<file path="src/rtl/cpd_pkg.sv">
// shared types, codes and header layout for the command packet deframer
// no dependencies
package cpd_pkg;

  localparam logic [31:0] MAX_LEN_RESET = 32'd65535;
  localparam int          TDATA_W       = 160;

  localparam logic [5:0] POS_LEN        = 6'd4;
  localparam logic [5:0] POS_LEN_LAST   = 6'd7;
  localparam logic [5:0] POS_SEQ        = 6'd8;
  localparam logic [5:0] POS_CMD_HI     = 6'd16;
  localparam logic [5:0] POS_CMD_LO     = 6'd17;
  localparam logic [5:0] POS_SIGN_FIRST = 6'd18;
  localparam logic [5:0] POS_SIGN_LAST  = 6'd45;

  typedef enum logic [1:0] {
    KIND_HEADER  = 2'd0,
    KIND_SIGN    = 2'd1,
    KIND_PAYLOAD = 2'd2,
    KIND_ERROR   = 2'd3
  } kind_t;

  typedef enum logic {
    ERR_MAGIC  = 1'b0,
    ERR_LENGTH = 1'b1
  } err_t;

  typedef struct packed {
    kind_t       kind;
    logic [7:0]  byte_value;
    logic [31:0] byte_offset;
    logic [31:0] payload_length;
    logic [63:0] sequence_number;
    logic [15:0] command_code;
    err_t        error_code;
    logic        last;
  } result_t;

  function automatic logic [7:0] magic_byte(input logic [1:0] idx);
    logic [7:0] val;
    unique case (idx)
      2'd0:    val = 8'hCD;
      2'd1:    val = 8'h63;
      2'd2:    val = 8'h1D;
      default: val = 8'h9A;
    endcase
    return val;
  endfunction

endpackage

</file>
<file path="src/rtl/cpd_skid.sv">
// two-entry skid buffer with a registered ready toward the upstream side
// generic width, no package dependency
module cpd_skid #(
  parameter int WIDTH = 8
) (
  input  logic             clk,
  input  logic             rst_n,
  input  logic             s_valid,
  output logic             s_ready,
  input  logic [WIDTH-1:0] s_data,
  output logic             m_valid,
  input  logic             m_ready,
  output logic [WIDTH-1:0] m_data
);

  logic             main_valid_r;
  logic [WIDTH-1:0] main_data_r;
  logic             skid_valid_r;
  logic [WIDTH-1:0] skid_data_r;

  assign s_ready = !skid_valid_r;
  assign m_valid = main_valid_r;
  assign m_data  = main_data_r;

  always_ff @(posedge clk) begin
    if (!rst_n) begin
      main_valid_r <= 1'b0;
      skid_valid_r <= 1'b0;
    end else if (m_ready || !main_valid_r) begin
      if (skid_valid_r) begin
        main_valid_r <= 1'b1;
        main_data_r  <= skid_data_r;
        skid_valid_r <= 1'b0;
      end else begin
        main_valid_r <= s_valid;
        main_data_r  <= s_data;
      end
    end else if (s_valid && s_ready) begin
      skid_valid_r <= 1'b1;
      skid_data_r  <= s_data;
    end
  end

endmodule

</file>
<file path="src/rtl/cpd_parser.sv">
// header parser and pass-through logic, one byte per cycle while res_ready is high
// depends on cpd_pkg
module cpd_parser import cpd_pkg::*; (
  input  logic        clk,
  input  logic        rst_n,
  input  logic        cfg_wr_en,
  input  logic [31:0] cfg_wr_data,
  input  logic        byte_valid,
  output logic        byte_ready,
  input  logic [7:0]  byte_data,
  output logic        res_valid,
  input  logic        res_ready,
  output result_t     res
);

  logic [31:0] max_len_r;
  logic [5:0]  pos_r,       pos_nxt;
  logic        in_payload_r, in_payload_nxt;
  logic [31:0] length_r,    length_nxt;
  logic [31:0] remaining_r, remaining_nxt;
  logic [31:0] pay_off_r,   pay_off_nxt;
  logic [63:0] seq_r,       seq_nxt;
  logic [7:0]  cmd_hi_r,    cmd_hi_nxt;
  logic        take;
  logic        has_res;

  assign byte_ready = res_ready;
  assign take       = byte_valid && res_ready;
  assign res_valid  = take && has_res;

  always_comb begin
    pos_nxt        = pos_r;
    in_payload_nxt = in_payload_r;
    length_nxt     = length_r;
    remaining_nxt  = remaining_r;
    pay_off_nxt    = pay_off_r;
    seq_nxt        = seq_r;
    cmd_hi_nxt     = cmd_hi_r;
    res            = '0;
    has_res        = 1'b0;
    if (take) begin
      priority if (in_payload_r) begin
        has_res          = 1'b1;
        res.kind         = KIND_PAYLOAD;
        res.byte_value   = byte_data;
        res.byte_offset  = pay_off_r;
        remaining_nxt    = remaining_r - 32'd1;
        pay_off_nxt      = pay_off_r + 32'd1;
        if (remaining_r == 32'd1) begin
          res.last       = 1'b1;
          in_payload_nxt = 1'b0;
          pos_nxt        = '0;
        end
      end else if (pos_r < POS_LEN) begin
        if (byte_data == magic_byte(pos_r[1:0])) begin
          pos_nxt = pos_r + 6'd1;
        end else begin
          has_res        = 1'b1;
          res.kind       = KIND_ERROR;
          res.error_code = ERR_MAGIC;
          pos_nxt        = (byte_data == magic_byte(2'd0)) ? 6'd1 : 6'd0;
        end
      end else if (pos_r < POS_SEQ) begin
        length_nxt = {length_r[23:0], byte_data};
        if (pos_r == POS_LEN_LAST && length_nxt > max_len_r) begin
          has_res            = 1'b1;
          res.kind           = KIND_ERROR;
          res.error_code     = ERR_LENGTH;
          res.payload_length = length_nxt;
          pos_nxt            = '0;
        end else begin
          pos_nxt = pos_r + 6'd1;
        end
      end else if (pos_r < POS_CMD_HI) begin
        seq_nxt = {seq_r[55:0], byte_data};
        pos_nxt = pos_r + 6'd1;
      end else if (pos_r == POS_CMD_HI) begin
        cmd_hi_nxt = byte_data;
        pos_nxt    = POS_CMD_LO;
      end else if (pos_r == POS_CMD_LO) begin
        has_res             = 1'b1;
        res.kind            = KIND_HEADER;
        res.payload_length  = length_r;
        res.sequence_number = seq_r;
        res.command_code    = {cmd_hi_r, byte_data};
        pos_nxt             = POS_SIGN_FIRST;
      end else begin
        has_res         = 1'b1;
        res.kind        = KIND_SIGN;
        res.byte_value  = byte_data;
        res.byte_offset = {26'd0, pos_r - POS_SIGN_FIRST};
        if (pos_r >= POS_SIGN_LAST) begin
          if (length_r == 32'd0) begin
            res.last = 1'b1;
          end else begin
            in_payload_nxt = 1'b1;
            remaining_nxt  = length_r;
            pay_off_nxt    = '0;
          end
          pos_nxt = '0;
        end else begin
          pos_nxt = pos_r + 6'd1;
        end
      end
    end
  end

  always_ff @(posedge clk) begin
    if (!rst_n) begin
      max_len_r    <= MAX_LEN_RESET;
      pos_r        <= '0;
      in_payload_r <= 1'b0;
      length_r     <= '0;
      remaining_r  <= '0;
      pay_off_r    <= '0;
      seq_r        <= '0;
      cmd_hi_r     <= '0;
    end else begin
      if (cfg_wr_en) begin
        max_len_r <= cfg_wr_data;
      end
      pos_r        <= pos_nxt;
      in_payload_r <= in_payload_nxt;
      length_r     <= length_nxt;
      remaining_r  <= remaining_nxt;
      pay_off_r    <= pay_off_nxt;
      seq_r        <= seq_nxt;
      cmd_hi_r     <= cmd_hi_nxt;
    end
  end

endmodule

</file>
<file path="src/rtl/command_packet_deframer_core.sv">
// top level of the command packet deframer
// depends on cpd_pkg, cpd_skid and cpd_parser
//
// Takes one packet byte per request and gives at most one result per byte.
// Header: magic CD 63 1D 9A, 32-bit length, 64-bit sequence, 16-bit command
// (all big-endian) and a 28-byte signature, then the payload. A header
// result follows the last command byte; each signature and payload byte then
// comes out with its offset, the final byte of the packet with tlast. A bad
// magic byte or a length above cfg_wr_data's last written limit (reset 65535)
// gives an error result and the parser hunts for magic again. Throughput is
// one byte per cycle while out_tready is high: a skid buffer on the input
// feeds the combinational parser, whose result is caught by a skid buffer on
// the output, so each byte is registered on input and its result on output,
// and in_tready is a registered signal.
module command_packet_deframer_core import cpd_pkg::*; (
  input  logic               clk,
  input  logic               rst_n,
  input  logic               cfg_wr_en,
  input  logic [31:0]        cfg_wr_data,
  input  logic               in_tvalid,
  output logic               in_tready,
  input  logic [7:0]         in_tdata,   // data_byte
  output logic               out_tvalid,
  input  logic               out_tready,
  // byte_value, byte_offset, payload_length, sequence_number, command_code,
  // error_code, zero fill
  output logic [TDATA_W-1:0] out_tdata,
  output logic [1:0]         out_tuser,  // kind
  output logic               out_tlast   // last
);

  logic       byte_valid;
  logic       byte_ready;
  logic [7:0] byte_data;
  logic       res_valid;
  logic       res_ready;
  result_t    res;
  result_t    out_res;

  cpd_skid #(
    .WIDTH(8)
  ) u_in_skid (
    .clk     (clk),
    .rst_n   (rst_n),
    .s_valid (in_tvalid),
    .s_ready (in_tready),
    .s_data  (in_tdata),
    .m_valid (byte_valid),
    .m_ready (byte_ready),
    .m_data  (byte_data)
  );

  cpd_parser u_parser (
    .clk         (clk),
    .rst_n       (rst_n),
    .cfg_wr_en   (cfg_wr_en),
    .cfg_wr_data (cfg_wr_data),
    .byte_valid  (byte_valid),
    .byte_ready  (byte_ready),
    .byte_data   (byte_data),
    .res_valid   (res_valid),
    .res_ready   (res_ready),
    .res         (res)
  );

  cpd_skid #(
    .WIDTH($bits(result_t))
  ) u_out_skid (
    .clk     (clk),
    .rst_n   (rst_n),
    .s_valid (res_valid),
    .s_ready (res_ready),
    .s_data  (res),
    .m_valid (out_tvalid),
    .m_ready (out_tready),
    .m_data  (out_res)
  );

  assign out_tdata = {7'd0, out_res.error_code, out_res.command_code,
                      out_res.sequence_number, out_res.payload_length,
                      out_res.byte_offset, out_res.byte_value};
  assign out_tuser = out_res.kind;
  assign out_tlast = out_res.last;

endmodule

</file>
<file path="config.mk">
export PLATFORM = sky130hd
export DESIGN_NAME = command_packet_deframer_core
export DESIGN_NICKNAME = d
export VERILOG_FILES = /design/src/rtl/cpd_pkg.sv /design/src/rtl/cpd_skid.sv /design/src/rtl/cpd_parser.sv /design/src/rtl/command_packet_deframer_core.sv
export SDC_FILE = /design/constraint.sdc
export NUM_CORES = 1
export LEC_CHECK = 0
export BUFFER_PORTS_ARGS = -buffer_cell sky130_fd_sc_hd__buf_2
export CAP_MARGIN = 10
export CORE_MARGIN = 8
export CORE_UTILIZATION = 35
export CTS_CLUSTER_SIZE = 16
export DETAILED_ROUTE_END_ITERATION = 8
export SETUP_SLACK_MARGIN = 0.4
export SYNTH_ARGS = -nofsm -noshare
export SYNTH_HDL_FRONTEND = slang
export SYNTH_SLANG_ARGS = --single-unit
</file>
<file path="constraint.sdc">
create_clock -name clk -period 11.9 [get_ports clk]
set_clock_uncertainty 0.15 [all_clocks]
set_input_delay 1.19 -clock clk [delete_from_list [all_inputs] [get_ports clk]]
set_output_delay 1.19 -clock clk [all_outputs]
set_load 0.02 [all_outputs]
</file>
==> impl_metrics.csv, run 1 <==
group,metric,value,unit
sta,setup_viol,0,
yosys,synth_edf_count,328,
floorplan,die_y,271,µm
drt,drt.antenna.violating_nets,0,
layout,nets,2252,
setup_path,path_class,"register to register",
cts,hold_buffers,0,
yosys,ys_warn_count,0,
yosys,yosys-top-cells-area,"edfxtp_1, dfxtp_1, a21o_1",
global_routing,grt_pass1_wl,92.3,mm
drt,viasPerCell,5.21,
setup_path,critPathTopFamily,"compound AO/OA/AOI/OAI gates",
placement,dp_hpwl,38.3,mm
power,leakagePower,11.3,nW
sta,final.min_clock_period,4.94,ns
setup_path,worstPathArrival,4.97,ns
floorplan,dieArea,73400,µm²
global_routing,grtUsageTotal,15.5,%
run_status,outcome,"completed",
yosys,synthTopCellsByCount,"edfxtp_1, nand2_1, dfxtp_1",
layout,post-route-util,41.0,%
setup_path,path_depth,9,
min_path,min_from,"u_parser.seq_r[62]",
global_routing,grt_max_degree,123,
setup_path,start_kind,"register",
cts,worstSkewPairLatency,0.62,ns
global_routing,grt_use_met2,25.9,%
drt,vias,16000,
yosys,yosysSeqAreaShare,61.9,%
sta,fin_hold_ws,0.302,ns
yosys,synth_cell_types,75,
yosys,synth_fa_ha_area_share,2.37,%
cts,cts_buffers,55,
sta,fmax,203,MHz
cts,clock_path_buffers,3,
layout,drive_gt1_share,16.0,%
setup_path,crit_fanout,83,
layout,multi_input_area,7940,µm²
yosys,muxShareOfSynthArea,1.75,%
layout,num-fill-cells,6135,
drt,drt_first_pass_iters,6,
yosys,ys_ff_latch,539,
yosys,synthSimpleGateAreaFrac,14.8,%
placement,portBuffers,202,
layout,area_delta_synth_final,16.1,%
global_routing,antenna_found_initial,0,
cts,h-tree-depth,2,
global_routing,grt_overflow_total,0,
setup_path,critPathSlowestCell,"a2111oi_0",
min_path,hold_path_class,"register to register",
global_routing,first_global_vias,16000,
global_routing,grtUsageMet1,20.1,%
yosys,synth_top_area_share,43.3,%
setup_path,r2r_start,"u_parser.pos_r[0]",
sta,fin_setup_tns,0,ns
yosys,synth-compound-area-share,14.7,%
sta,maxSlewHeadroom,20.4,%
cts,cts_root_buf,"clkbuf_16",
sta,grt_setup_unrepaired,"no",
cts,cts_sinks,539,
placement,gp_congestion,0.872,
setup_path,cp-end-kind,"register",
power,total_power,4.01,mW
cts,cts_resized,0,
yosys,synth_top_area_cell,"edfxtp_1",
setup_path,cp-startpoint,"u_parser.pos_r[0]",
drt,drt_iter0_drc,1348,
yosys,synth_top_family_by_area,"simple AND/OR/NAND/NOR gates",
floorplan,row_count,93,
setup_path,crit_buf_inv,2,
power,ir_drop,0.102,mV
yosys,ys.flop_type,"edfxtp_1",
global_routing,use_met3,3.34,%
drt,post-route-drc-count,0,
yosys,avgSynthCellArea,11.2,µm²
cts,post_cts_buffers,0,
drt,wl_per_cell,19.1,µm
drt,wl,58.7,mm
global_routing,busiest_layer,"met2",
floorplan,core-area,64300,µm²
yosys,async_flop_share,0,%
sta,slew_viol_final,0,
layout,n_antenna_cell,0,
sta,finalCritPeriodShare,41.5,%
cts,cts_tree,"built",
setup_path,max_stage_delay,0.85,ns
setup_path,ff2ff_path_depth,9,
setup_path,cp.required,11.93,ns
layout,layout.area.seq,14100,µm²
power,powerDensity,152,nW/µm²
sta,finalHoldViolations,0,
floorplan,die_w,271,µm
cts,path_clk_slew,0.06,ns
flow_run,cap_violations,0,
sta,worstMarginPinSlew,1.19,ns
floorplan,initial_core_util,35.3,%
floorplan,ios,210,
yosys,synth_xor_area_share,0.963,%
yosys,synth_most_common_cell,"edfxtp_1",
yosys,synth_cells,2023,
setup_path,crit_chain,"inv_1, ha_1, nor3_1, o2111ai_1, a2111oi_0, nand2_1, o221a_2, o2111a_4, buf_4",
yosys,synth_area,22700,µm²
min_path,hold_path_depth,2,
-- logic make-up after synthesis --
kind of cell | Yosys count
AO/OA/AOI/OAI | 490
flip-flops | 539
AND/OR/NAND/NOR | 690
multiplexers | 38
adder cells (fa/ha/maj) | 43
other | 1
buffers and inverters | 197
XOR/XNOR | 25
-- routing by layer --
metal | wire, µm | share of wire (%) | vias up
met4 | 1460 | 2.5 | 0
met5 | 0 | 0 | -
met1 | 25500 | 43 | 7784
met2 | 28200 | 48 | 483
met3 | 3520 | 6.0 | 98
li1 | - | - | 7623
-- path summary, 6_finish.rpt --
path / endpoint / slack, ns
worst max-delay path: u_out_skid.skid_data_r[135] / 6.96
worst min-delay path: u_parser.seq_r[62] / 0.30
worst max register to register: u_out_skid.skid_data_r[135] / 6.96
worst min register to register: u_parser.seq_r[62] / 0.30
-- metrics by stage --
| stage | std cells | cell area, µm² | setup slack [ns] |
|---|---|---|---|
| detailed placement | 2962 | 24400 | 7.04 |
| global route | 3066 | 26400 | 6.54 |
| finish | 3066 | 26400 | 6.96 |
| CTS | 3066 | 26400 | 7.02 |
| global placement | 2962 | 24400 | 7.12 |
| floorplan | 2029 | 22800 | 2.92 |
-- sequential cells by signal (all words and copies together) (netlist names), 6 cells and up --
| name | count |
|---|---|
| u_parser.cmd_hi_r | 8 |
| u_parser.seq_r | 64 |
| u_parser.pos_r | 6 |
| u_parser.pay_off_r | 32 |
| u_in_skid.m_data | 8 |
| u_in_skid.skid_data_r | 8 |
| u_out_skid.skid_data_r | 156 |
| u_out_skid.m_data | 156 |
| u_parser.length_r | 32 |
| u_parser.max_len_r | 32 |
| u_parser.remaining_r | 32 |
-- cells in the final DEF, fill, tap and decap left out, types with 19 or more instances in the layout --
cell type | Yosys | layout
nand2_1 | 279 | 279
o21ai_0 | 42 | 42
nor3_1 | 34 | 31
clkbuf_16 | 0 | 55
o211ai_1 | 19 | 19
nand4_1 | 21 | 21
a21o_1 | 145 | 145
and2_1 | 109 | 109
nand3_1 | 34 | 34
ha_1 | 43 | 43
buf_2 | 8 | 202
edfxtp_1 | 328 | 328
dfxtp_1 | 211 | 209
nor2_1 | 108 | 107
mux2i_1 | 28 | 28
a221o_1 | 28 | 28
and3_1 | 33 | 33
inv_1 | 55 | 54
a21oi_1 | 164 | 164
-- final cells by class --
class                   instances  area share [%]
repair buffers                220            4.34
multi-input cells            1293            30.1
flip-flops and latches        539            53.3
clock buffers                  67            5.57
clock inverters                37            1.83
inverters                      55           0.792
well taps                     855            4.05
-- worst register-to-register path, cell delays in order, from the launching register on --
cell	delay, ns
dfxtp_1	0.58
inv_1	0.20
ha_1	0.31
nor3_1	0.16
o2111ai_1	0.11
a2111oi_0	0.85
nand2_1	0.34
o221a_2	0.42
o2111a_4	0.63
buf_4	0.60
-- where the power goes --
| part | internal (mW) | total, mW | switching [mW] |
|---|---|---|---|
| Sequential | 2.00 | 2.02 | 0.0191 |
| Combinational | 0.0409 | 0.145 | 0.104 |
| Clock | 1.10 | 1.85 | 0.744 |
| Total | 3.15 | 4.01 | 0.868 |
(Power assumes the default switching activity.)
==> inputs of run 2 (changes only) <==
Settings changed: ABC_AREA from default to 1.
Clock period 11.9 ns to 4 ns, I/O delays scaled along.
==> run 2 against run 1 <==
  * Via count is 16% higher
  * Highest routed layer unchanged
  * Cell area rose by 6.5%
  * Largest cell class unchanged
  * Worst hold slack lost 0.27 ns
  * Sequential power grew to 3.0 times the previous value
  * Cell count grew 18%
  * Core utilization up 0.70 points
  * Critical path depth rose by 4
==> impl_metrics.csv, run 2 <==
group,metric,value,unit
run_status,outcome,"completed",
placement,place_area,25700,µm²
setup_path,r2r_setup_slack,0.91,ns
global_routing,first_global_vias,18200,
floorplan,die_w,277,µm
cts,cts_resized,0,
yosys,synth_top_family_by_area,"simple AND/OR/NAND/NOR gates",
cts,clock_path_buffers,3,
cts,cts_buffers,57,
placement,gp_congestion,0.920,
yosys,synth_cell_types,49,
drt,drt_first_pass_iters,5,
layout,num-fill-cells,6548,
floorplan,core-area,67400,µm²
yosys,synth_cells,2488,
layout,fin_area,28100,µm²
power,leakagePower,11.8,nW
drt,viasPerCell,5.13,
setup_path,cp.required,4.10,ns
floorplan,initial_core_util,35.4,%
cts,cts_tree,"built",
yosys,async_flop_share,0,%
setup_path,cp-end-kind,"register",
global_routing,grtUsageTotal,16.7,%
yosys,synthSimpleGateAreaFrac,16.4,%
yosys,ys.flop_type,"edfxtp_1",
sta,fin_setup_tns,0,ns
drt,wl,66.6,mm
layout,final_cell_mix,"nand2_1, edfxtp_1, inv_1",
layout,n_antenna_cell,0,
setup_path,crit_fanout,68,
placement,dp_hpwl,46.0,mm
sta,maxSlewHeadroom,21.3,%
yosys,synth_top_area_cell,"edfxtp_1",
yosys,synth-compound-area-share,14.0,%
yosys,yosysSeqAreaShare,58.9,%
setup_path,ff2ff_path_depth,13,
floorplan,die_y,277,µm
sta,setup_viol,0,
sta,grt_setup_unrepaired,"no",
setup_path,reg2reg_to,"u_out_skid.skid_data_r[68]",
power,ir_drop,0.319,mV
power,powerDensity,430,nW/µm²
yosys,synth_area,23900,µm²
cts,cts_sinks,539,
cts,h-tree-depth,2,
global_routing,grt_overflow_total,0,
cts,worstSkewPairLatency,0.64,ns
drt,wl_per_cell,18.5,µm
sta,fin_hold_ws,0.0354,ns
setup_path,start_kind,"register",
floorplan,row_count,95,
setup_path,endpoint,"u_out_skid.skid_data_r[68]",
global_routing,grt_pass1_wl,104,mm
layout,mostFrequentLayoutCell,"nand2_1",
floorplan,ios,210,
sta,worstMarginPinSlew,1.18,ns
cts,cts_root_buf,"clkbuf_16",
sta,slew_viol_final,0,
layout,multi_input_area,8160,µm²
yosys,synthTopCellsByCount,"nand2_1, edfxtp_1, inv_1",
drt,drt.antenna.violating_nets,0,
layout,area_delta_synth_final,17.7,%
floorplan,dieArea,76800,µm²
yosys,ys_ff_latch,539,
sta,finalCritPeriodShare,77.3,%
yosys,synth_most_common_cell,"nand2_1",
yosys,synth_fa_ha_area_share,2.25,%
setup_path,r2r_start,"u_parser.length_r[18]",
yosys,synth_top_area_share,41.2,%
layout,layout.area.seq,14100,µm²
cts,post_cts_buffers,0,
drt,vias,18500,
flow_run,cap_violations,0,
yosys,synth_xor_area_share,1.14,%
sta,fmax,324,MHz
layout,drive_gt1_share,14.9,%
setup_path,path_class,"register to register",
drt,post-route-drc-count,0,
yosys,avgSynthCellArea,9.60,µm²
yosys,yosys-top-cells-area,"edfxtp_1, dfxtp_1, nand2_1",
layout,nets,2772,
yosys,muxShareOfSynthArea,0,%
drt,drt_iter0_drc,1520,
cts,path_clk_slew,0.06,ns
global_routing,antenna_found_initial,2,
min_path,hold_path_class,"primary input to register",
setup_path,cp-startpoint,"u_parser.length_r[18]",
yosys,ys_warn_count,0,
sta,final.min_clock_period,3.09,ns
sta,finalHoldViolations,0,
setup_path,worstPathArrival,3.19,ns
global_routing,grt_max_degree,107,
placement,portBuffers,202,
yosys,synth_edf_count,328,
==> run 2: cell types whose count changed after synthesis, moves of 33 or more <==
cell and change:
nand3_1 +74, clkbuf_1 -33, nand2_1 +77, a21oi_1 +54
inv_1 +210, nor3_1 +72, nor2_1 +56, a21o_1 -69
and2_1 -109, o21ai_0 +204, and3_1 -33
==> run 2: timing repair <==
item	4_1_cts	5_1_grt
setup endpoints to repair	0	0
hold endpoints to repair	47	0
hold buffers	38	0
==> run 2: power by group <==
part | total (mW) | leakage, nW | internal [mW] | switching (mW)
registers | 6.02 | 4.99 | 5.97 | 0.0469
clock network | 5.54 | 0.968 | 3.24 | 2.30
logic | 0.538 | 5.80 | 0.159 | 0.379
total | 12.1 | 11.8 | 9.37 | 2.73
==> run 2: cells by family (layout without fill, tap and decap cells) <==
| family | count (synthesis) | in the layout |
|---|---|---|
| and+or+nand+nor | 849 | 849 |
| AOI/OAI and AO/OA | 605 | 605 |
| DFF | 539 | 539 |
| buffers and inverters | 420 | 659 |
| adders and majority gates | 43 | 43 |
| xor gates and xnor gates | 31 | 31 |
| other | 1 | 7 |
==> run 2: worst min path at each step <==
stage	startpoint	end	slack [ns]	depth (start not counted)
final	cfg_wr_data[31]	u_parser.max_len_r[31]	0.04	3
after global routing	cfg_wr_data[31]	u_parser.max_len_r[31]	0.01	3
after CTS	cfg_wr_data[20]	u_parser.max_len_r[20]	0.0007	3
after detailed placement	u_parser.seq_r[61]	u_parser.seq_r[61]	0.30	2
after global placement	u_parser.seq_r[61]	u_parser.seq_r[61]	0.29	2
after floorplan	u_parser.seq_r[56]	u_parser.seq_r[56]	0.28	2
==> run 2: cell type report <==
type                    count  area share [%]
clock buffers              68            5.37
clock inverters            40            1.70
inverters                 280            3.75
multi-input cells        1535            29.0
flip-flops and latches    539            50.1
well taps                 873            3.89
repair buffers            271            6.19
==> run 2: critical path, cell delays in order (launching register included) <==
cell     delay, ns
dfxtp_1       0.30
buf_4         0.14
ha_1          0.27
nand2_1       0.07
nor2_1        0.14
nand2_1       0.10
nor2_1        0.31
nand2_2       0.14
nand2_2       0.10
nand2_4       0.10
nand3_2       0.08
nand2_2       0.09
a21oi_4       0.30
buf_12        0.35
==> run 2: per-stage QoR <==
stage	std cells	utilization, %	power (mW)	setup slack (ns)
after global routing	3606	41.7	12.5	0.695
after CTS	3606	41.7	12.3	0.916
after global placement	3460	38.2	6.65	0.984
after floorplan	2494	-	6.44	-0.695
final	3606	41.7	12.1	0.910
after detailed placement	3460	38.2	6.65	0.978
==> run 2: per-layer routing <==
| metal | GRT usage (%) | up-vias | part of all wire (%) |
|---|---|---|---|
| li1 | - | 8940 | - |
| met1 | 22.3 | 8870 | 45 |
| met2 | 27.8 | 570 | 47 |
| met3 | 2.87 | 117 | 5.4 |
| met4 | 4.80 | 0 | 2.5 |
| met5 | 0 | - | 0 |
